$ cat config.mk
export PLATFORM = sky130hd
export DESIGN_NAME = wpd_divider
export DESIGN_NICKNAME = d
export VERILOG_FILES = /design/src/hw/rtl/wpd_pkg.sv /design/src/hw/rtl/wpd_divider.sv
export SDC_FILE = /design/constraint.sdc
export NUM_CORES = 1
export LEC_CHECK = 0
export BUFFER_PORTS_ARGS = -buffer_cell sky130_fd_sc_hd__buf_4
export CAP_MARGIN = 20
export CORE_MARGIN = 4
export CORE_UTILIZATION = 52
export DETAILED_ROUTE_END_ITERATION = 8
export GPL_ROUTABILITY_DRIVEN = 0
export PLACE_DENSITY = 0.8
export SLEW_MARGIN = 30
export SYNTH_ARGS = -nofsm -noshare
export SYNTH_HDL_FRONTEND = slang
export SYNTH_SLANG_ARGS = --single-unit
$ cat constraint.sdc
create_clock -name clk_i -period 2.5 [get_ports clk_i]
set_input_delay 0.25 -clock clk_i [delete_from_list [all_inputs] [get_ports clk_i]]
set_output_delay 0.25 -clock clk_i [all_outputs]
set_load 0.05 [all_outputs]
$ cat src/hw/rtl/wpd_pkg.sv
// Shared constants and types for the window plateau detector.
// No dependencies; imported by wpd_divider and window_plateau_detector.
`default_nettype none

package wpd_pkg;

  localparam int HISTORY_DEPTH = 64;
  localparam int DATA_W        = 32;
  localparam int ITER_W        = 31;
  localparam int WLEN_W        = 7;
  localparam int ADDR_W        = $clog2(HISTORY_DEPTH);
  localparam int WIN_W         = $clog2(HISTORY_DEPTH + 1);
  // sum of up to HISTORY_DEPTH signed 32-bit samples
  localparam int SUM_W         = DATA_W + $clog2(HISTORY_DEPTH);
  localparam int DIV_CNT_W     = $clog2(SUM_W + 1);
  localparam int DEV_W         = DATA_W + 1;
  localparam int PROD_W        = 2 * DATA_W;

  localparam logic [DATA_W-1:0] REL_THR_RESET = 32'd655;
  localparam logic [WLEN_W-1:0] WIN_LEN_RESET = 7'd16;

  localparam int CFG_IDX_W = 1;

  typedef enum logic [CFG_IDX_W-1:0] {
    REG_REL_THRESHOLD = 1'b0,
    REG_WINDOW_LEN    = 1'b1
  } cfg_reg_e;

  localparam logic KIND_SAMPLE = 1'b0;
  localparam logic KIND_CLEAR  = 1'b1;

endpackage

`default_nettype wire

$ cat src/hw/rtl/wpd_divider.sv
// Restoring unsigned divider: window sum magnitude by window length, one bit per cycle.
// Depends on wpd_pkg.
`default_nettype none

module wpd_divider (
  input  wire logic                       clk_i,
  input  wire logic                       rst_ni,
  input  wire logic                       start_i,
  input  wire logic [wpd_pkg::SUM_W-1:0]  dividend_i,
  input  wire logic [wpd_pkg::WIN_W-1:0]  divisor_i,
  output logic                            done_o,
  output logic [wpd_pkg::SUM_W-1:0]       quotient_o
);
  import wpd_pkg::*;

  logic                 busy_q, busy_d;
  logic                 done_q, done_d;
  logic [DIV_CNT_W-1:0] cnt_q, cnt_d;
  logic [WIN_W-1:0]     rem_q, rem_d;
  logic [SUM_W-1:0]     quo_q, quo_d;
  logic [WIN_W-1:0]     div_q, div_d;
  logic [WIN_W:0]       trial;
  logic                 take;

  // dividend bits shift out of quo_q's top while quotient bits enter its bottom
  assign trial = {rem_q, quo_q[SUM_W-1]};
  assign take  = trial >= {1'b0, div_q};

  always_comb begin
    busy_d = busy_q;
    done_d = 1'b0;
    cnt_d  = cnt_q;
    rem_d  = rem_q;
    quo_d  = quo_q;
    div_d  = div_q;
    if (start_i) begin
      busy_d = 1'b1;
      cnt_d  = '0;
      rem_d  = '0;
      quo_d  = dividend_i;
      div_d  = divisor_i;
    end else if (busy_q) begin
      rem_d = take ? WIN_W'(trial - {1'b0, div_q}) : trial[WIN_W-1:0];
      quo_d = {quo_q[SUM_W-2:0], take};
      cnt_d = cnt_q + 1'b1;
      if (cnt_q == DIV_CNT_W'(SUM_W - 1)) begin
        busy_d = 1'b0;
        done_d = 1'b1;
      end
    end
  end

  always_ff @(posedge clk_i or negedge rst_ni) begin
    if (!rst_ni) begin
      busy_q <= 1'b0;
      done_q <= 1'b0;
      cnt_q  <= '0;
    end else begin
      busy_q <= busy_d;
      done_q <= done_d;
      cnt_q  <= cnt_d;
    end
  end

  always_ff @(posedge clk_i) begin
    rem_q <= rem_d;
    quo_q <= quo_d;
    div_q <= div_d;
  end

  assign done_o     = done_q;
  assign quotient_o = quo_q;

endmodule

`default_nettype wire

After elaboration in Yosys (flattened, before gate mapping)
Index checks and enable logic that the tools add are counted.
{ "op_classes": {"magnitude_cmp": 1, "n_eq_ne": 1, "n_addsub": 2, "muxes": 11, "reduce_logical": 1} }
{ "ops": {"columns": ["op", "count"], "rows": [
  ["$mux 38", 2],
  ["$mux 6", 2],
  ["$ge 8x7->1", 1],
  ["$mux 7", 1],
  ["$sub 7x7->7", 1],
  ["$add 6x1->6 const B", 1],
  ["$eq 6x6->1 const B", 1],
  ["$mux 1", 6],
  ["$reduce_bool 2->1", 1]
]} }
{ "word_totals": {"ff_bits": 60, "wordCells": 22, "output_inout_bits": 39, "inputBits": 48} }

Longest topological paths before layout
Gate-level depths: netlist of run 1.
{ "depth": {"depth_word": 4, "depth_mapped": 9, "ltp_nobuf": 7} }

Worst setup path before layout of run 1
OpenSTA, ideal clock, no wires.
{ "synth_timing": {"path_type": "register -> register", "startpoint": "register quo_q[37], in the netlist quotient_o[37]", "endpoint": "register rem_q[0]", "setup_ps": 88, "arrival_time_ps": 2447, "synth_period_minus_slack_ps": 2535, "path_stages_with_launch": 10, "path_buffers": 2, "slack_ps": -35, "required_time_ps": 2412, "cell_sequence": "edfxtp_1 > inv_1 > ha_1 > fa_1 > nand2b_1 > a211o_1 > buf_6 > and3_1 > buf_6 > a311oi_2"} }
{ "synth_between": {"elab_chain_len": 2, "word_cells_on_any_way": 3, "cone_classes": "1 x add/sub; 1 x order compare; 1 x mux"} }
{ "synth_rtl": {"columns": ["item", "line_no", "text"], "rows": [
  ["start: declaration", "wpd_divider.sv:20", "logic [SUM_W-1:0] quo_q, quo_d;"],
  ["start signal: assignment", "wpd_divider.sv:67", "quo_q <= quo_d;"],
  ["$sub 7x7->7 / $ge 8x7->1 (equally long branches)", "wpd_divider.sv:43, wpd_divider.sv:27", null],
  ["$mux 7 (*)", "wpd_divider.sv:43", "rem_d = take ? WIN_W'(trial - {1'b0, div_q}) : trial[WIN_W-1:0];"],
  ["end signal: assignment", "wpd_divider.sv:66", "rem_q <= rem_d;"],
  ["end: declaration", "wpd_divider.sv:19", "logic [WIN_W-1:0] rem_q, rem_d;"]
]} }
Every way passes the cells marked *; elsewhere a longest branch is shown, timed or not.
A chain may end at the register's enable or synchronous reset.

Worst setup path in the final report of run 1
Ends and elaborated chain as after synthesis.

==> results.sh, run 1 <==
export IMPL_final_hold_viol_count=0
export IMPL_grt_pass1_wl_microns=10100
export IMPL_async_flop_share_pct=13.3
export IMPL_worstSetupPathType="reg -> reg"
export IMPL_start_util_pct=54.1
export IMPL_wl_microns=6190
export IMPL_startpoint_type="flip-flop"
export IMPL_ant_nets=0
export IMPL_wire_per_inst_microns=15.9
export IMPL_syn_inst=228
export IMPL_core_sq_mm=0.00557
export IMPL_nNetsFinal=373
export IMPL_track_usage_pct=17.9
export IMPL_final_core_util_pct=69.5
export IMPL_hold_path_class="in -> reg"
export IMPL_hpwl_microns=4340
export IMPL_wl_met1_microns=2510
export IMPL_finalPower_mw=3.05
export IMPL_synth_edf_count=45
export IMPL_wl_met3_microns=540
export IMPL_clk_path_buf_depth=2
export IMPL_drive_gt1_share_pct=45.9
export IMPL_p_leak_nw=1.65
export IMPL_irDropWorstVdd_mv=0.372
export IMPL_yosysWarningCount=0
export IMPL_clkLatencyLatePin_ns=0.33
export IMPL_syn_nets=286
export IMPL_worst_slew_pin_slew_ns=0.781
export IMPL_fillerInstances=399
export IMPL_n_antenna_cell=0
export IMPL_yosysMostFrequentCell="edfxtp_1"
export IMPL_synth_top_area_share_pct=44.8
export IMPL_setup_tns_ns=0
export IMPL_cts_buffers=9
export IMPL_grt_pass1_vias=2158
export IMPL_antenna_found_initial=0
export IMPL_dr_wl_met2_microns=3010
export IMPL_cts_max_level=3
export IMPL_end_kind="flip-flop"
export IMPL_rows=27
export IMPL_syn_area_per_cell_sq_um=13.2
export IMPL_syn_cell_area_sq_mm=0.00301
export IMPL_synthTopCellsByArea="edfxtp_1 45%, mux2_2 14%, dfrtp_1 6.6%, dfxtp_1 4.6%, ha_1 3.7%"
export IMPL_period_share_pct=91.6
export IMPL_outcome="completed"
export IMPL_fin_crit_ns=2.29
export IMPL_ys_ff_latch=60
export IMPL_finalSetupViolCount=0
export IMPL_power_density_mw_per_mm2=788
export IMPL_arrival_ns=2.52
export IMPL_vias=2088
export IMPL_post_cts_resized=0
export IMPL_highest_layer="met4"
export IMPL_dieArea_sq_mm=0.00708
export IMPL_die_h_microns=84.1
export IMPL_cts_sinks=60
export IMPL_yosysTopAreaCell="edfxtp_1"
export IMPL_path_max_fanout=9
export IMPL_yosysSeqAreaShare_pct=56.1
export IMPL_worstPathRequired_ns=2.74
export IMPL_ys_types=50
export IMPL_cts_root_buffer="clkbuf_8"
export IMPL_vias_per_cell=5.35
export IMPL_path_clk_slew_ns=0.06
export IMPL_die_w_microns=84.1
export IMPL_gr_total_overflow=0
export IMPL_synth_flop_cell="edfxtp_1"
export IMPL_port_buffers=86
export IMPL_ioPinCount=87
export IMPL_synth_common_cells="45 x edfxtp_1, 37 x mux2_2, 14 x inv_1, 14 x nor2_1, 9 x ha_1"
export IMPL_maxCapViolations=0
export IMPL_first_pass_iters=4
export IMPL_fmax_mhz=437
export IMPL_cts_tree="built"
export IMPL_relSlewSlack_pct=47.9
export IMPL_fin_skew_ns=0.00500
export IMPL_rsz0062_at_grt="no"
export IMPL_grt_max_degree=68
export IMPL_drt_iter0_drc=100
export IMPL_drc=0
export IMPL_slew_viol_final=0
export IMPL_syn2layout_area_growth_pct=28.6
-- per-layer routing --
metal  vias up  GRT usage (%)
li1       1016              -
met1       995           21.3
met2        65           28.9
met3        12           6.67
met4         0           8.04
met5         -              0
-- cells by family after synthesis --
kind of cell	after synthesis	share of synthesized area, %
AO/OA/AOI/OAI	35	9.63
adder cells (fa/ha/maj)	10	4.40
buffers and inverters	27	4.48
flip-flops	60	56.1
XOR/XNOR	6	1.74
AND/OR/NAND/NOR	52	9.46
multiplexers	38	14.2
-- state kept, by name, indices dropped and copies added (netlist names) --
register    count
quotient_o     38
div_q           7
rem_q           7
cnt_q           6
busy_q          1
done_o          1
-- worst paths after layout --
check,from,to,slack (ns),depth (start not counted)
setup / recovery,quotient_o[37],rem_q[0],0.21,7
hold / removal,divisor_i[2],div_q[2],0.10,1
setup reg to reg,quotient_o[37],rem_q[0],0.21,7
hold reg to reg,rem_q[1],rem_q[2],0.54,2
max in group asynchronous,rst_ni,cnt_q[0],2.11,2
min in group asynchronous,rst_ni,cnt_q[3],0.26,2
-- through the flow --
step           instance area, sq um  hold slack [ns]  setup WS [ns]  cells
2_1_floorplan                  3010          -0.0456         0.0133    228
3_3_place_gp                   3690           0.0730          0.317    375
3_5_place_dp                   3690           0.0754          0.256    375
4_1_cts                        3870           0.0865          0.203    390
5_1_grt                        3870           0.0845         0.0795    390
6_report                       3870            0.101          0.211    390
-- final cells by class --
type / instances / area, sq um / share of cell area [%]
multi-input cells: 141 / 1190 / 30.6
inverters: 14 / 52.6 / 1.36
well taps: 72 / 90.1 / 2.32
repair buffers: 89 / 683 / 17.6
clock buffers: 10 / 128 / 3.29
clock inverters: 4 / 42.5 / 1.10
flip-flops and latches: 60 / 1690 / 43.7
-- worst max-delay path, stage by stage, from the launching register on --
cell and delay (ns):
edfxtp_1 0.36, inv_2 0.05, ha_1 0.22, fa_1 0.41, nand2b_1 0.19, a211o_1 0.38, and3_1 0.31, a311oi_2 0.28
-- timing repair --
| action | in CTS | in global routing |
|---|---|---|
| setup buffers | 0 | 0 |
| hold buffers | 1 | 0 |
| endpoints found under the hold margin | 8 | 0 |
-- cells in the final DEF (no fill, tap or decap), types with 3 or more instances in the layout --
cell type and n:
dfxtp_1 7, o21ai_0 6, nand2_1 8, nor3b_1 6, a41oi_1 4, nor2_1 14, xor2_1 3, xnor2_1 3
nor3_1 3, nor2b_1 4, buf_4 87, clkbuf_8 9, mux2_2 37, edfxtp_1 45, a211oi_1 3, nand4_1 4
ha_1 9, inv_1 13, dfrtp_1 8
-- where the power goes --
part	leakage (nW)	switching, mW	total (mW)	internal [mW]
logic	0.934	0.576	0.979	0.403
clock network	0.0871	0.350	0.791	0.441
registers	0.634	0.0774	1.28	1.21
Power figures use the tool's default switching activity.
==> run 2: changes to the inputs <==
--- a/config.mk
+++ b/config.mk
@@ -5,13 +5,14 @@
 export SDC_FILE = /design/constraint.sdc
 export NUM_CORES = 1
 export LEC_CHECK = 0
+export ABC_AREA = 1
 export BUFFER_PORTS_ARGS = -buffer_cell sky130_fd_sc_hd__buf_4
 export CAP_MARGIN = 20
 export CORE_MARGIN = 4
-export CORE_UTILIZATION = 52
+export CORE_UTILIZATION = 51
 export DETAILED_ROUTE_END_ITERATION = 8
 export GPL_ROUTABILITY_DRIVEN = 0
-export PLACE_DENSITY = 0.8
+export PLACE_DENSITY = 0.79
 export SLEW_MARGIN = 30
 export SYNTH_ARGS = -nofsm -noshare
 export SYNTH_HDL_FRONTEND = slang
==> run 2 against run 1 <==
Register-to-register slack better by 0.41 ns. Flip-flop and latch count is the same. Power grew 8.9%. Clock skew is essentially flat. Largest cell class unchanged.
==> results.sh, run 2 <==
export IMPL_irDropWorstVdd_mv=0.596
export IMPL_clkLatencyLatePin_ns=0.34
export IMPL_drc=0
export IMPL_grt_pass1_wl_microns=11400
export IMPL_slew_viol_final=0
export IMPL_first_pass_iters=4
export IMPL_clk_path_buf_depth=2
export IMPL_final_core_util_pct=69.6
export IMPL_finalSetupViolCount=0
export IMPL_rsz0062_at_grt="no"
export IMPL_ant_nets=0
export IMPL_postCtsHoldBufs=1
export IMPL_ys_types=27
export IMPL_syn_area_per_cell_sq_um=8.85
export IMPL_final_hold_viol_count=0
export IMPL_hpwl_microns=4780
export IMPL_crit_path_frequent_cell="nand2_1"
export IMPL_p_leak_nw=1.97
export IMPL_layout_common_cells="162 x nand2_1, 88 x buf_4, 45 x edfxtp_1"
export IMPL_cts_root_buffer="clkbuf_8"
export IMPL_reg2reg_to="rem_q[4]"
export IMPL_hold_path_class="in -> reg"
export IMPL_port_buffers=86
export IMPL_fillerInstances=420
export IMPL_yosysWarningCount=0
export IMPL_die_w_microns=83.5
export IMPL_finalPower_mw=3.33
export IMPL_worst_slew_pin_slew_ns=0.839
export IMPL_multi_input_area_sq_mm=0.00106
export IMPL_preCtsSetupSlack_ns=0.636
export IMPL_cts_sinks=60
export IMPL_dieArea_sq_mm=0.00697
export IMPL_regArea_sq_mm=0.00169
export IMPL_core_sq_mm=0.00551
export IMPL_synth_flop_cell="edfxtp_1"
export IMPL_setup_ws_ns=0.623
export IMPL_power_density_mw_per_mm2=868
export IMPL_yosysSeqAreaShare_pct=58.3
export IMPL_max_stage_delay_ns=0.41
export IMPL_gr_total_overflow=0
export IMPL_relSlewSlack_pct=44.0
export IMPL_internal_power_mw=2.13
export IMPL_yosysTopAreaCell="edfxtp_1"
export IMPL_yosysMostFrequentCell="nand2_1"
export IMPL_cts_tree="built"
export IMPL_p_clk_share_pct=27.1
export IMPL_mostFrequentLayoutCell="nand2_1"
export IMPL_post_cts_resized=0
export IMPL_track_usage_pct=20.5
export IMPL_grt_max_degree=47
export IMPL_cts_max_level=3
export IMPL_slowest_stage="fa_1"
export IMPL_outcome="completed"
export IMPL_setup_tns_ns=0
export IMPL_cts_buffers=9
export IMPL_largest_reg_flops=38
export IMPL_ioPinCount=87
export IMPL_syn_nets=386
export IMPL_r2r_slack_ns=0.62
export IMPL_worstSetupPathType="reg -> reg"
export IMPL_wl_microns=6680
export IMPL_reg2reg_from="quotient_o[37]"
export IMPL_synth_top_area_share_pct=46.5
export IMPL_end_kind="flip-flop"
export IMPL_synth_common_cells="162 x nand2_1, 45 x edfxtp_1, 28 x inv_1, 18 x nand3_1, 13 x nor2_1"
export IMPL_worstPathRequired_ns=2.74
export IMPL_worstHoldEndpoint="div_q[1]"
export IMPL_n_antenna_cell=0
export IMPL_fin_crit_ns=1.88
export IMPL_drt_iter0_drc=161
export IMPL_drive_gt1_share_pct=26.1
export IMPL_path_max_fanout=7
export IMPL_period_share_pct=75.1
export IMPL_start_util_pct=52.7
export IMPL_vias_per_cell=4.86
export IMPL_startpoint_type="flip-flop"
export IMPL_switching_power_mw=1.19
export IMPL_fmax_mhz=533
export IMPL_synthTopCellsByArea="edfxtp_1 47%, nand2_1 21%, dfrtp_1 6.9%, dfxtp_1 4.8%, ha_1 3.9%"
export IMPL_reg2reg_depth=11
export IMPL_async_flop_share_pct=13.3
export IMPL_ys_ff_latch=60
export IMPL_maxCapViolations=0
export IMPL_comb_power_share_pct=33.6
export IMPL_syn2layout_area_growth_pct=32.0
export IMPL_switching_share_pct=35.9
export IMPL_path_clk_slew_ns=0.07
export IMPL_grt_pass1_vias=2440
export IMPL_wire_per_inst_microns=13.4
export IMPL_fin_skew_ns=0.00465
export IMPL_nNetsFinal=478
export IMPL_hp_start="divisor_i[1]"
export IMPL_arrival_ns=2.11
export IMPL_whs_path_depth=1
export IMPL_die_h_microns=83.5
export IMPL_p_seq_share_pct=39.3
export IMPL_rows=27
export IMPL_syn_cell_area_sq_mm=0.00290
export IMPL_cp_cell_sequence="inv_1 -> ha_1 -> fa_1 -> inv_1 -> nand3_1 -> nand2_1 -> nand2_1 -> nand3_4 -> nand2_1 -> nand3_1 -> nand2_1"
export IMPL_antenna_found_initial=0
export IMPL_post_cts_repair_setup_buffers=0
export IMPL_vias=2417
export IMPL_synth_edf_count=45
export IMPL_syn_inst=328
==> run 2: area by class of cell <==
| class | count | area share [%] |
|---|---|---|
| sequential | 60 | 44.1 |
| multi-input combinational | 228 | 27.6 |
| timing repair buffer | 89 | 17.5 |
| clock buffer | 12 | 4.05 |
| inverter | 32 | 3.13 |
| tap | 72 | 2.35 |
| clock inverter | 4 | 1.24 |
==> run 2: worst max-delay path: cells and delay by family (launching register included) <==
| family | cells | cell delay (ns) |
|---|---|---|
| adders and majority gates | 2 | 0.62 |
| DFF | 1 | 0.35 |
| and+or+nand+nor | 7 | 0.65 |
| buffers and inverters | 2 | 0.17 |
==> run 2: cells by family after synthesis <==
logic type | count (synthesis) | synth area share, %
flops | 60 | 58.3
simple gates | 205 | 28.8
buf+inv | 40 | 5.30
fa+ha+maj | 10 | 4.57
xor+xnor | 2 | 0.603
compound gates | 11 | 2.50
==> run 2: metrics by stage <==
stage                     std cells  hold slack (ns)  instance area, sq um
after CTS                       497           0.0738                  3830
after floorplan                 328          -0.0456                  2900
after global placement          480           0.0717                  3620
after detailed placement        480           0.0752                  3620
final                           497           0.0853                  3830
after global routing            497           0.0729                  3830
==> run 2: routing by layer <==
layer  vias to the layer above  wire length (microns)  part of all wire, %  GRT usage, %
met5                         -                      0                    0             0
met4                         0                    103                  1.5          8.63
met3                        12                    579                  8.7          8.59
met2                        73                   3050                   46          30.5
met1                      1098                   2950                   44          26.4
li1                       1234                      -                    -             -
==> run 2: worst max path at each step <==
stage / slack, ns / endpoint / cells past startpoint / from
floorplan: 0.42 / rem_q[5] / 11 / quotient_o[37]
global route: 0.45 / rem_q[5] / 11 / quotient_o[37]
CTS: 0.63 / rem_q[6] / 11 / quotient_o[37]
global placement: 0.73 / rem_q[5] / 11 / quotient_o[37]
finish: 0.62 / rem_q[4] / 11 / quotient_o[37]
detailed placement: 0.64 / rem_q[6] / 11 / quotient_o[37]
==> run 2: power by group through the flow <==
stage	sequential [mW]	clock, mW	combinational [mW]
global route	1.32	0.962	1.24
finish	1.31	0.902	1.12
floorplan	1.52	0	0.602
detailed placement	1.32	0	1.12
CTS	1.31	0.905	1.12
global placement	1.32	0	1.08
